<file path="src/rtl/core/abs_pkg.sv">
// Shared types and constants for the alternating bit sender.
`timescale 1ns / 1ps

package abs_pkg;

    localparam int PAYLOAD_BYTES = 20;
    localparam int IDX_W         = (PAYLOAD_BYTES > 1) ? $clog2(PAYLOAD_BYTES) : 1;
    localparam int SUM_W         = 13;
    localparam int TIMER_W       = 16;
    localparam int QUEUE_DEPTH   = 2;
    localparam int QPTR_W        = 1;
    localparam int QCNT_W        = 2;
    localparam int ADDR_W        = 3;

    localparam logic [IDX_W-1:0]   LAST_IDX      = IDX_W'(PAYLOAD_BYTES - 1);
    localparam logic [TIMER_W-1:0] TIMEOUT_RESET = TIMER_W'(10);

    // Register indexes on the configuration port.
    localparam logic REG_TIMEOUT = 1'b0;

    typedef enum logic [1:0] {
        CMD_MSG  = 2'd0,
        CMD_ACK  = 2'd1,
        CMD_TICK = 2'd2,
        CMD_NONE = 2'd3
    } t_cmd;

    // One packet transmission request: sequence bit and packet checksum.
    typedef struct packed {
        logic             seq;
        logic [SUM_W-1:0] ck;
    } t_send_req;

    // Write port into the message buffer.
    typedef struct packed {
        logic             en;
        logic [IDX_W-1:0] idx;
        logic [7:0]       data;
    } t_buf_wr;

endpackage

</file>
<file path="src/rtl/core/abs_front.sv">
// Front end: accepts items, tracks protocol state and the timer, queues sends.
`timescale 1ns / 1ps

module abs_front import abs_pkg::*; (
    input  logic               i_clk,
    input  logic               i_rst_n,
    input  logic               i_in_valid,
    output logic               o_in_ready,
    input  logic [1:0]         i_command,
    input  logic signed [7:0]  i_data_byte,
    input  logic signed [1:0]  i_rx_seqnum,
    input  logic signed [1:0]  i_rx_acknum,
    input  logic signed [31:0] i_rx_checksum,
    input  logic [TIMER_W-1:0] i_timeout,
    input  logic               i_back_busy,
    input  logic               i_q_full,
    output logic               o_q_push,
    output t_send_req          o_q_data,
    output t_buf_wr            o_buf_wr
);

    logic               r_awaiting, n_awaiting;
    logic               r_seq, n_seq;
    logic [IDX_W-1:0]   r_msg_idx, n_msg_idx;
    logic [SUM_W-1:0]   r_send_sum, n_send_sum;
    logic [IDX_W-1:0]   r_ack_idx, n_ack_idx;
    logic [SUM_W-1:0]   r_ack_sum, n_ack_sum;
    logic [TIMER_W-1:0] r_timer, n_timer;
    logic               r_running, n_running;

    logic               accept;
    logic [SUM_W-1:0]   byte_ext;
    logic [SUM_W-1:0]   msg_sum;
    logic [SUM_W-1:0]   ack_sum_new;
    logic [SUM_W+1:0]   ack_total;
    logic               ack_ok;
    logic [TIMER_W-1:0] timer_start;
    t_cmd               cmd;

    assign cmd = t_cmd'(i_command);

    // A message byte that will be stored must wait until the back end has
    // finished reading the buffer; every item needs room in the send queue.
    assign o_in_ready = !i_q_full && !(cmd == CMD_MSG && r_awaiting && i_back_busy);
    assign accept     = i_in_valid && o_in_ready;

    assign byte_ext    = {{(SUM_W-8){i_data_byte[7]}}, i_data_byte};
    assign msg_sum     = r_send_sum + byte_ext;
    assign ack_sum_new = r_ack_sum + byte_ext;
    assign ack_total   = {{2{ack_sum_new[SUM_W-1]}}, ack_sum_new}
                       + {{SUM_W{i_rx_seqnum[1]}}, i_rx_seqnum}
                       + {{SUM_W{i_rx_acknum[1]}}, i_rx_acknum};
    assign ack_ok      = ({{(32-SUM_W-2){ack_total[SUM_W+1]}}, ack_total} == i_rx_checksum)
                      && (i_rx_acknum == {1'b0, r_seq});
    assign timer_start = (i_timeout == '0) ? TIMER_W'(1) : i_timeout;

    always_comb begin
        n_awaiting  = r_awaiting;
        n_seq       = r_seq;
        n_msg_idx   = r_msg_idx;
        n_send_sum  = r_send_sum;
        n_ack_idx   = r_ack_idx;
        n_ack_sum   = r_ack_sum;
        n_timer     = r_timer;
        n_running   = r_running;
        o_q_push    = 1'b0;
        o_q_data.seq = r_seq;
        o_q_data.ck  = r_send_sum + {{(SUM_W-2){1'b0}}, r_seq, 1'b0};
        o_buf_wr.en   = 1'b0;
        o_buf_wr.idx  = r_msg_idx;
        o_buf_wr.data = i_data_byte;
        if (accept) begin
            case (cmd)
                CMD_MSG: begin
                    if (r_awaiting) begin
                        o_buf_wr.en = 1'b1;
                        n_send_sum  = msg_sum;
                        if (r_msg_idx == LAST_IDX) begin
                            n_msg_idx  = '0;
                            n_ack_idx  = '0;
                            n_ack_sum  = '0;
                            n_awaiting = 1'b0;
                            n_timer    = timer_start;
                            n_running  = 1'b1;
                            o_q_push   = 1'b1;
                            o_q_data.ck = msg_sum + {{(SUM_W-2){1'b0}}, r_seq, 1'b0};
                        end else begin
                            n_msg_idx = r_msg_idx + IDX_W'(1);
                        end
                    end
                end
                CMD_ACK: begin
                    if (!r_awaiting) begin
                        if (r_ack_idx == LAST_IDX) begin
                            n_ack_idx = '0;
                            n_ack_sum = '0;
                            if (ack_ok) begin
                                n_running  = 1'b0;
                                n_timer    = '0;
                                n_seq      = !r_seq;
                                n_awaiting = 1'b1;
                                n_send_sum = '0;
                                n_msg_idx  = '0;
                            end
                        end else begin
                            n_ack_idx = r_ack_idx + IDX_W'(1);
                            n_ack_sum = ack_sum_new;
                        end
                    end
                end
                CMD_TICK: begin
                    if (r_running) begin
                        if (r_timer > TIMER_W'(1)) begin
                            n_timer = r_timer - TIMER_W'(1);
                        end else begin
                            n_timer  = timer_start;
                            o_q_push = 1'b1;
                        end
                    end
                end
                default: begin
                end
            endcase
        end
    end

    always_ff @(posedge i_clk) begin
        if (!i_rst_n) begin
            r_awaiting <= 1'b1;
            r_seq      <= 1'b0;
            r_msg_idx  <= '0;
            r_send_sum <= '0;
            r_ack_idx  <= '0;
            r_ack_sum  <= '0;
            r_timer    <= '0;
            r_running  <= 1'b0;
        end else begin
            r_awaiting <= n_awaiting;
            r_seq      <= n_seq;
            r_msg_idx  <= n_msg_idx;
            r_send_sum <= n_send_sum;
            r_ack_idx  <= n_ack_idx;
            r_ack_sum  <= n_ack_sum;
            r_timer    <= n_timer;
            r_running  <= n_running;
        end
    end

endmodule

</file>
<file path="src/rtl/core/abs_queue.sv">
// Short queue of send requests between the front end and the back end.
`timescale 1ns / 1ps

module abs_queue import abs_pkg::*; (
    input  logic      i_clk,
    input  logic      i_rst_n,
    input  logic      i_push,
    input  t_send_req i_data,
    input  logic      i_pop,
    output t_send_req o_data,
    output logic      o_empty,
    output logic      o_full
);

    t_send_req         r_mem [QUEUE_DEPTH];
    logic [QPTR_W-1:0] r_wr_ptr;
    logic [QPTR_W-1:0] r_rd_ptr;
    logic [QCNT_W-1:0] r_count;
    logic              do_push;
    logic              do_pop;

    assign o_empty = (r_count == '0);
    assign o_full  = (r_count == QCNT_W'(QUEUE_DEPTH));
    assign do_push = i_push && !o_full;
    assign do_pop  = i_pop && !o_empty;
    assign o_data  = r_mem[r_rd_ptr];

    always_ff @(posedge i_clk) begin
        if (do_push) begin
            r_mem[r_wr_ptr] <= i_data;
        end
    end

    always_ff @(posedge i_clk) begin
        if (!i_rst_n) begin
            r_wr_ptr <= '0;
            r_rd_ptr <= '0;
            r_count  <= '0;
        end else begin
            if (do_push) begin
                r_wr_ptr <= r_wr_ptr + QPTR_W'(1);
            end
            if (do_pop) begin
                r_rd_ptr <= r_rd_ptr + QPTR_W'(1);
            end
            case ({do_push, do_pop})
                2'b10:   r_count <= r_count + QCNT_W'(1);
                2'b01:   r_count <= r_count - QCNT_W'(1);
                default: r_count <= r_count;
            endcase
        end
    end

endmodule

</file>
<file path="src/rtl/core/abs_back.sv">
// Back end: holds the message buffer and plays packets out byte by byte.
`timescale 1ns / 1ps

module abs_back import abs_pkg::*; (
    input  logic                  i_clk,
    input  logic                  i_rst_n,
    input  t_buf_wr               i_buf_wr,
    input  logic                  i_q_empty,
    input  t_send_req             i_q_data,
    output logic                  o_q_pop,
    output logic                  o_busy,
    output logic                  o_out_valid,
    input  logic                  i_out_ready,
    output logic                  o_out_seqnum,
    output logic                  o_out_acknum,
    output logic signed [SUM_W-1:0] o_out_checksum,
    output logic signed [7:0]     o_out_byte,
    output logic                  o_last
);

    logic [7:0]       r_buf [PAYLOAD_BYTES];
    logic             r_active;
    logic [IDX_W-1:0] r_idx;
    t_send_req        r_req;
    logic             r_out_valid;
    logic             r_out_seq;
    logic [SUM_W-1:0] r_out_ck;
    logic [7:0]       r_out_byte;
    logic             r_out_last;
    logic             slot_free;
    logic             emit;

    assign slot_free = !r_out_valid || i_out_ready;
    assign emit      = r_active && slot_free;
    assign o_q_pop   = !r_active && !i_q_empty;
    assign o_busy    = r_active;

    assign o_out_valid    = r_out_valid;
    assign o_out_seqnum   = r_out_seq;
    assign o_out_acknum   = r_out_seq;
    assign o_out_checksum = r_out_ck;
    assign o_out_byte     = r_out_byte;
    assign o_last         = r_out_last;

    always_ff @(posedge i_clk) begin
        if (i_buf_wr.en) begin
            r_buf[i_buf_wr.idx] <= i_buf_wr.data;
        end
    end

    // Payload registers carry no reset.
    always_ff @(posedge i_clk) begin
        if (o_q_pop) begin
            r_req <= i_q_data;
        end
        if (emit) begin
            r_out_seq  <= r_req.seq;
            r_out_ck   <= r_req.ck;
            r_out_byte <= r_buf[r_idx];
            r_out_last <= (r_idx == LAST_IDX);
        end
    end

    always_ff @(posedge i_clk) begin
        if (!i_rst_n) begin
            r_active    <= 1'b0;
            r_idx       <= '0;
            r_out_valid <= 1'b0;
        end else begin
            if (o_q_pop) begin
                r_active <= 1'b1;
                r_idx    <= '0;
            end else if (emit) begin
                if (r_idx == LAST_IDX) begin
                    r_active <= 1'b0;
                    r_idx    <= '0;
                end else begin
                    r_idx <= r_idx + IDX_W'(1);
                end
            end
            if (emit) begin
                r_out_valid <= 1'b1;
            end else if (i_out_ready) begin
                r_out_valid <= 1'b0;
            end
        end
    end

endmodule

</file>
<file path="src/rtl/core/alternating_bit_sender_core.sv">
// Top level of the alternating bit protocol sender with its register port.
// Path: a finishing item queues a send request; the back end pops it and its output register
// then presents the first byte. Throughput: one input item per cycle while o_in_ready is high;
// a packet leaves the queue and then plays out PAYLOAD_BYTES (20) bytes; message bytes stall meanwhile.
// Reset: synchronous active-low i_rst_n; idle, sequence bit 0, timer stopped, timeout 10.
`timescale 1ns / 1ps

module alternating_bit_sender_core import abs_pkg::*; (
    input  logic                    i_clk,
    input  logic                    i_rst_n,
    // Input item channel.
    input  logic                    i_in_valid,
    output logic                    o_in_ready,
    input  logic [1:0]              i_command,
    input  logic signed [7:0]       i_data_byte,
    input  logic signed [1:0]       i_rx_seqnum,
    input  logic signed [1:0]       i_rx_acknum,
    input  logic signed [31:0]      i_rx_checksum,
    // Result item channel, one item per packet byte.
    output logic                    o_out_valid,
    input  logic                    i_out_ready,
    output logic                    o_out_seqnum,
    output logic                    o_out_acknum,
    output logic signed [SUM_W-1:0] o_out_checksum,
    output logic signed [7:0]       o_out_byte,
    output logic                    o_last,
    // Register port.
    input  logic                    psel,
    input  logic                    penable,
    input  logic                    pwrite,
    input  logic [ADDR_W-1:0]       paddr,
    input  logic [31:0]             pwdata,
    output logic [31:0]             prdata,
    output logic                    pready
);

    // The timeout register sits at byte address 0; bit 2 of the address
    // selects the register slot and the low two bits address bytes in it.
    logic [TIMER_W-1:0] r_timeout;
    logic               reg_sel;
    logic               reg_wr;

    t_buf_wr   buf_wr;
    t_send_req q_in;
    t_send_req q_out;
    logic      q_push;
    logic      q_pop;
    logic      q_empty;
    logic      q_full;
    logic      back_active;
    logic      back_busy;

    assign pready  = 1'b1;
    assign reg_sel = paddr[ADDR_W-1];
    assign reg_wr  = psel && penable && pwrite && (reg_sel == REG_TIMEOUT);
    assign prdata  = (reg_sel == REG_TIMEOUT) ? {{(32-TIMER_W){1'b0}}, r_timeout} : '0;

    always_ff @(posedge i_clk) begin
        if (!i_rst_n) begin
            r_timeout <= TIMEOUT_RESET;
        end else if (reg_wr) begin
            r_timeout <= pwdata[TIMER_W-1:0];
        end
    end

    // The buffer is still being read while a packet is queued or playing out,
    // so new message bytes are held off until the back end has drained.
    assign back_busy = back_active || !q_empty;

    // The front end classifies each item: message bytes fill the buffer and the
    // send checksum, ack bytes build the ack checksum, ticks run the timer.
    // A completed message or a timer expiry queues one send request.
    abs_front u_front (
        .i_clk         (i_clk),
        .i_rst_n       (i_rst_n),
        .i_in_valid    (i_in_valid),
        .o_in_ready    (o_in_ready),
        .i_command     (i_command),
        .i_data_byte   (i_data_byte),
        .i_rx_seqnum   (i_rx_seqnum),
        .i_rx_acknum   (i_rx_acknum),
        .i_rx_checksum (i_rx_checksum),
        .i_timeout     (r_timeout),
        .i_back_busy   (back_busy),
        .i_q_full      (q_full),
        .o_q_push      (q_push),
        .o_q_data      (q_in),
        .o_buf_wr      (buf_wr)
    );

    // Send requests carry their own sequence bit and checksum, so the front end
    // may move on (for example take a matching ack) while a resend waits.
    abs_queue u_queue (
        .i_clk   (i_clk),
        .i_rst_n (i_rst_n),
        .i_push  (q_push),
        .i_data  (q_in),
        .i_pop   (q_pop),
        .o_data  (q_out),
        .o_empty (q_empty),
        .o_full  (q_full)
    );

    // The back end replays the buffer through a registered output stage, so a
    // stalled downstream holds the playout first and reaches the front end once the send
    // queue is full, or at once for message bytes that wait on the busy back end.
    abs_back u_back (
        .i_clk          (i_clk),
        .i_rst_n        (i_rst_n),
        .i_buf_wr       (buf_wr),
        .i_q_empty      (q_empty),
        .i_q_data       (q_out),
        .o_q_pop        (q_pop),
        .o_busy         (back_active),
        .o_out_valid    (o_out_valid),
        .i_out_ready    (i_out_ready),
        .o_out_seqnum   (o_out_seqnum),
        .o_out_acknum   (o_out_acknum),
        .o_out_checksum (o_out_checksum),
        .o_out_byte     (o_out_byte),
        .o_last         (o_last)
    );

endmodule
</file>
<file path="config.mk">
export PLATFORM = sky130hd
export DESIGN_NAME = alternating_bit_sender_core
export DESIGN_NICKNAME = d
export VERILOG_FILES = /design/src/rtl/core/abs_pkg.sv /design/src/rtl/core/abs_front.sv /design/src/rtl/core/abs_queue.sv /design/src/rtl/core/abs_back.sv /design/src/rtl/core/alternating_bit_sender_core.sv
export SDC_FILE = /design/constraint.sdc
export NUM_CORES = 1
export LEC_CHECK = 0
export ABC_AREA = 1
export BUFFER_PORTS_ARGS = -buffer_cell sky130_fd_sc_hd__clkbuf_2
export CAP_MARGIN = 20
export CORE_AREA = 2 2 216 197
export CTS_BUF_LIST = sky130_fd_sc_hd__clkbuf_8
export DETAILED_ROUTE_END_ITERATION = 8
export DIE_AREA = 0 0 218 199
export PLACE_DENSITY = 0.53
export SKIP_LAST_GASP = 1
export SLEW_MARGIN = 20
export SYNTH_ARGS = -nofsm -noshare
export SYNTH_HDL_FRONTEND = slang
export SYNTH_SLANG_ARGS = --single-unit
</file>
<file path="constraint.sdc">
create_clock -name i_clk -period 17.1 [get_ports i_clk]
set_input_delay 3.42 -clock i_clk [delete_from_list [all_inputs] [get_ports i_clk]]
set_output_delay 3.42 -clock i_clk [all_outputs]
set_load 0.02 [all_outputs]
</file>
==> Yosys cells after proc, flatten, opt, wreduce, memory -nomap -nowiden <==
Memory sizes are Yosys's and may differ from the RTL's. A register that Yosys moved wholly into a read port is not among the register bits.
Index checks and enable logic that the tools add are counted.
W data, S select, Z words.
{ "op_classes": {"order_cmp": 1, "n_addsub": 14, "n_mux": 67, "n_bitwise": 3, "n_reduce_logical": 37, "n_eq_ne": 16} }
{ "ops": {"columns": ["operator", "count"], "rows": [
  ["$mux W13", 12],
  ["$mux W16", 9],
  ["$pmux W13 S2", 2],
  ["$mux W5", 10],
  ["$pmux W16 S3", 1],
  ["$eq A32 B32 Y1", 1],
  ["$mux W1", 27],
  ["$add A13 B13 Y13", 2],
  ["$add A13 B2 Y13", 2],
  ["$pmux W5 S2", 2],
  ["$gt A16 B1 Y1 const B", 1],
  ["$logic_not A16 Y1", 1],
  ["$sub A16 B1 Y16 const B", 1],
  ["$add A15 B15 Y15", 1],
  ["$add A5 B1 Y5 const B", 3],
  ["$eq A5 B5 Y1 const B", 3],
  ["$add A13 B2 Y14", 1],
  ["$logic_and A1 B1 Y1", 12],
  ["$reduce_and A5 Y1", 2],
  ["$reduce_bool A2 Y1", 5],
  ["$ne A2 B1 Y1 const B", 4],
  ["$reduce_and A8 Y1", 1],
  ["$reduce_and A7 Y1", 1],
  ["$eq A2 B2 Y1 const B", 3],
  ["other kinds (16)", 31]
]} }
{ "word_totals": {"mem_bits_rw": 188, "output_inout_bits": 59, "ff_bits": 97, "n_memories": 2, "word_cells": 158} }
{ "mem_list": {"columns": ["name", "depth", "width", "read_ports", "rd_clocked_by_memory_dff", "wr", "line_no", "text"], "rows": [
  ["u_back.r_buf", 20, 8, 1, 1, 1, "abs_back.sv:21", "logic [7:0] r_buf [PAYLOAD_BYTES];"],
  ["u_queue.r_mem", 2, 14, 1, 1, 1, "abs_queue.sv:15", "t_send_req r_mem [QUEUE_DEPTH];"]
]} }

==> Logic depth before layout (Yosys ltp) <==
{ "logic_depth": {"word_depth": 11, "ltp_mapped": 39, "ltp_nobuf": 39} }

==> Hierarchy <==
A second synthesis with hierarchy kept.
{ "unflattened": {"cells_unflattened": 2021, "hier_area_um2": 17065.1} }
{ "by_module_without_submodules": {"columns": ["mod", "area_each_um2", "cells_per_inst", "n_inst"], "rows": [
  ["abs_back", 8204.1, 710, 1],
  ["abs_front", 6536.3, 1068, 1],
  ["abs_queue", 1271.2, 83, 1],
  ["alternating_bit_sender_core", 1053.5, 160, 1]
]} }

==> Worst setup path before layout <==
OpenSTA, ideal clock, no wires.
{ "synth_timing": {"path_kind": "input to register", "from": "input i_data_byte[0]", "to": "register u_front.r_timer[5]", "t_required_ps": 16968, "setup_ps": 132, "arrival_time_ps": 7704, "n_path_buf": 1, "slack_ps": 9264, "path_stages": 38, "path_cell_list": "ha_1 > fa_1 > nand3_1 > nand2_1 > a21oi_1 > nor2_1 > nor2_1 > xor2_1 > inv_1 > ha_1 > nand2_1 > inv_1 > nand3_1 > o21ai_0 > a21o_1 > nand2_1 > nand2_1 > a21oi_1 > [2 not listed] > ha_1 > nand2_1 > inv_1 > nand2_1 > nand2_1 > a21oi_1 > nand3_1 > nand3_1 > nand2_1 > inv_2 > nand2_2 > nor2_4 > nand3_2 > nand2_4 > nand2_4 > buf_6 > nand2_1 > a21oi_1"} }
{ "synth_via": {"elab_chain_len": 7} }
{ "synth_rtl": {"columns": ["element", "line_no", "text"], "rows": [
  ["start, declared", "alternating_bit_sender_core.sv:15", "input logic signed [7:0] i_data_byte,"],
  ["$add A13 B13 Y13", "abs_front.sv:49", "assign ack_sum_new = r_ack_sum + byte_ext;"],
  ["$add A13 B2 Y14", "abs_front.sv:51", "+ {{SUM_W{i_rx_seqnum[1]}}, i_rx_seqnum}"],
  ["$add A15 B15 Y15", "abs_front.sv:52", "+ {{SUM_W{i_rx_acknum[1]}}, i_rx_acknum};"],
  ["$eq A32 B32 Y1", "abs_front.sv:53", "assign ack_ok = ({{(32-SUM_W-2){ack_total[SUM_W+1]}}, ack_total} == i_rx_checksum)"],
  ["$logic_and A1 B1 Y1", "abs_front.sv:54", "&& (i_rx_acknum == {1'b0, r_seq});"],
  ["$ne A2 B1 Y1 (no source line)", null, null],
  ["$reduce_and A8 Y1 (no source line)", null, null],
  ["end signal, assigned", "abs_front.sv:144", "r_timer <= n_timer;"],
  ["end, declared", "abs_front.sv:28", "logic [TIMER_W-1:0] r_timer, n_timer;"]
]} }
Every way passes these cells.
A chain may end at the register's enable or synchronous reset.

==> Worst setup path in the final report <==
{ "layout_timing": {"from": "input i_data_byte[0]", "to": "register u_front.r_timer[11]"} }
Same word-level chain as after synthesis.

==> results.sh <==
export IMPL_via_count=12800
export IMPL_netSwitchingFraction_pct=33.2
export IMPL_layout_drive_gt1_share_pct=11.8
export IMPL_synth_seq_area_share_pct=51.4
export IMPL_min_path_cells=0
export IMPL_antenna_found_initial=0
export IMPL_numCtsBuffers=51
export IMPL_fin_setup_tns_ns=0
export IMPL_cts_setup_buffers=0
export IMPL_critPathMaxStageDelay_ns=0.41
export IMPL_cp_required_ns=17.55
export IMPL_fp_dieW_um=218
export IMPL_setup_viol=0
export IMPL_post_route_util_pct=44.4
export IMPL_p_int_mw=1.32
export IMPL_layout_commonest_cell="nand2_1"
export IMPL_max_cap_violations=0
export IMPL_dpl_cell_area_um2=17300
export IMPL_worstMarginPinSlew_ns=1.08
export IMPL_die_h_um=199
export IMPL_grt_pass1_wl_um=64000
export IMPL_dieArea_um2=43400
export IMPL_synth_cell_area_um2=16300
export IMPL_hp_class="flop to flop"
export IMPL_path_delay_family="simple AND/OR/NAND/NOR gates"
export IMPL_cts_tree="yes"
export IMPL_p_leak_nw=7.59
export IMPL_end_kind="flop"
export IMPL_grt_max_degree=84
export IMPL_path_buf_inv=6
export IMPL_pwr_share_clk_pct=30.8
export IMPL_crit_arrival_ns=8.93
export IMPL_core_um2=41200
export IMPL_finalHoldWorstSlack_ns=0.416
export IMPL_drt_iter0_drc=848
export IMPL_clock_path_buffers=3
export IMPL_pwr_share_seq_pct=43.7
export IMPL_cp_num_cells=39
export IMPL_gp_congestion=0.826
export IMPL_htreeDepth=2
export IMPL_critPathSlowestCell="fa_1"
export IMPL_synth_top_flop_cell="edfxtp_1"
export IMPL_ctsRootBufferMaster="clkbuf_8"
export IMPL_rsz0062_at_grt="no"
export IMPL_pre_cts_ws_ns=8.00
export IMPL_yosys_area_top_type="edfxtp_1"
export IMPL_area_growth_pct=12.1
export IMPL_yosys_warnings=0
export IMPL_p_switching_mw=0.655
export IMPL_period_share_pct=49.6
export IMPL_setup_slack_ns=8.62
export IMPL_dp_cells=2465
export IMPL_comb_power_share_pct=25.5
export IMPL_synth_edf_count=225
export IMPL_status="finished, final reports clean"
export IMPL_startpoint_type="primary input"
export IMPL_final_area_um2=18300
export IMPL_drt_pass1_iter_count=5
export IMPL_postSynthCellCount=1853
export IMPL_dp_hpwl_um=26500
export IMPL_wl_per_cell_um=15.7
export IMPL_cts_sinks=307
export IMPL_power_mw=1.98
export IMPL_finalNonFillerCells=2556
export IMPL_cp_max_fo=36
export IMPL_reg2regPathDepth=37
export IMPL_clkSlewWorstSetupHoldPaths_ns=0.06
export IMPL_skew_ns=0.0247
export IMPL_port_buffer_count=111
export IMPL_grt_pass1_vias=12500
export IMPL_fin_crit_ns=8.48
export IMPL_track_usage_pct=18.6
export IMPL_relSlewSlack_pct=28.0
export IMPL_nNetsFinal=2133
export IMPL_antenna_cells=0
export IMPL_gr_total_overflow=0
export IMPL_cpMostUsedCell="nand2_1"
export IMPL_avgSynthCellArea_um2=8.81
export IMPL_slew_violations=0
export IMPL_drc_errors=0
export IMPL_ant_nets=0
export IMPL_fmax_mhz=118
export IMPL_start_util_pct=39.6
export IMPL_cts_resized=0
export IMPL_synth_cell_types=49
export IMPL_peakVddDrop_mv=0.0734
export IMPL_synth_top_area_share_pct=41.4
export IMPL_p_per_area_nw_per_um2=108
export IMPL_rows=71
export IMPL_cts_hold_buf=0
export IMPL_layout_common_cells="nand2_1 (351), edfxtp_1 (225), inv_1 (217), nor2_1 (212), o21ai_0 (154)"
export IMPL_vias_per_cell=5.00
export IMPL_ys_ff_latch=307
export IMPL_crit_type="primary input to flop"
export IMPL_synth_async_reset_ratio_pct=0
export IMPL_drt_total_wl_um=40000
export IMPL_clk_latency_ns=0.60
export IMPL_synthTopCellsByArea="edfxtp_1 (41%), dfxtp_1 (10%), nand2_1 (8.1%)"
export IMPL_ios=147
export IMPL_hold_viol=0
[Yosys cell counts, drive strengths merged (20+ instances only)]
library cell / number
o21ai: 156
a21oi: 116
dfxtp: 82
nor2: 219
nor3: 22
inv: 207
clkbuf: 46
buf: 32
edfxtp: 225
nand4: 40
xor2: 35
o22ai: 46
nand2: 369
xnor2: 20
ha: 69
nand3: 107
[logic make-up (layout without fill, tap and decap cells)]
| group | Yosys count | after routing | synth area share, % |
|---|---|---|---|
| buf+inv | 291 | 432 | 7.44 |
| fa+ha+maj | 73 | 73 | 5.78 |
| compound gates | 350 | 350 | 11.7 |
| flops | 307 | 307 | 51.4 |
| other cells | 2 | 17 | 0.0460 |
| xor+xnor | 55 | 55 | 2.95 |
| simple gates | 775 | 775 | 20.6 |
[power by group through the flow]
stage                     registers [mW]  logic [mW]  clock network [mW]
after floorplan                    0.883       0.362                   0
after global placement             0.879       0.498                   0
after detailed placement           0.880       0.503                   0
after CTS                          0.864       0.506               0.626
after global routing               0.867       0.577               0.658
final                              0.864       0.503               0.610
[cell type report]
type	count	area (um2)
clock buffers	56	771
well taps	547	684
inverters	213	800
flip-flops and latches	307	8400
repair buffers	129	694
clock inverters	34	179
multi-input cells	1270	6780
fillers	4073	22900
[metal layers]
layer / up-vias / track usage [%] / part of all wire [%] / wire [um]
met3: 68 / 3.01 / 5.2 / 2070
li1: 6526 / - / - / -
met2: 301 / 31.1 / 46 / 18400
met5: - / 0 / 0 / 0
met1: 5878 / 24.7 / 46 / 18600
met4: 0 / 5.87 / 2.5 / 1000
[worst register-to-register path, delay by kind of cell (launching register included)]
kind                     cells  cell delay (ns)
XOR/XNOR                     2             0.35
buffers and inverters        4             0.26
AO/OA/AOI/OAI                7             1.16
AND/OR/NAND/NOR             20             2.12
flip-flops                   1             0.32
adder cells (fa/ha/maj)      4             1.27
[final timing paths]
check                                   to                 start  slack, ns
setup / recovery       u_front.r_timer[11]        i_data_byte[0]       8.62
hold / removal    u_back.o_out_checksum[4]       u_back.r_req[4]       0.42
setup reg to reg       u_front.r_timer[11]  u_front.r_ack_sum[0]      11.48
hold reg to reg   u_back.o_out_checksum[4]       u_back.r_req[4]       0.42
[sequential cells by signal, summed over array words and instances, names as in the netlist, 2 cells and up]
| register | flops |
|---|---|
| r_timeout | 16 |
| u_front.r_send_sum | 13 |
| u_back.r_req | 14 |
| u_front.r_msg_idx | 5 |
| u_back.o_out_checksum | 13 |
| u_queue.r_count | 2 |
| u_front.r_ack_idx | 5 |
| u_back.r_idx | 5 |
| u_back.r_buf | 160 |
| u_front.r_timer | 16 |
| u_front.r_ack_sum | 13 |
| u_back.o_out_byte | 8 |
| u_queue.r_mem | 28 |
No activity file was read; power rests on OpenSTA's default activity.
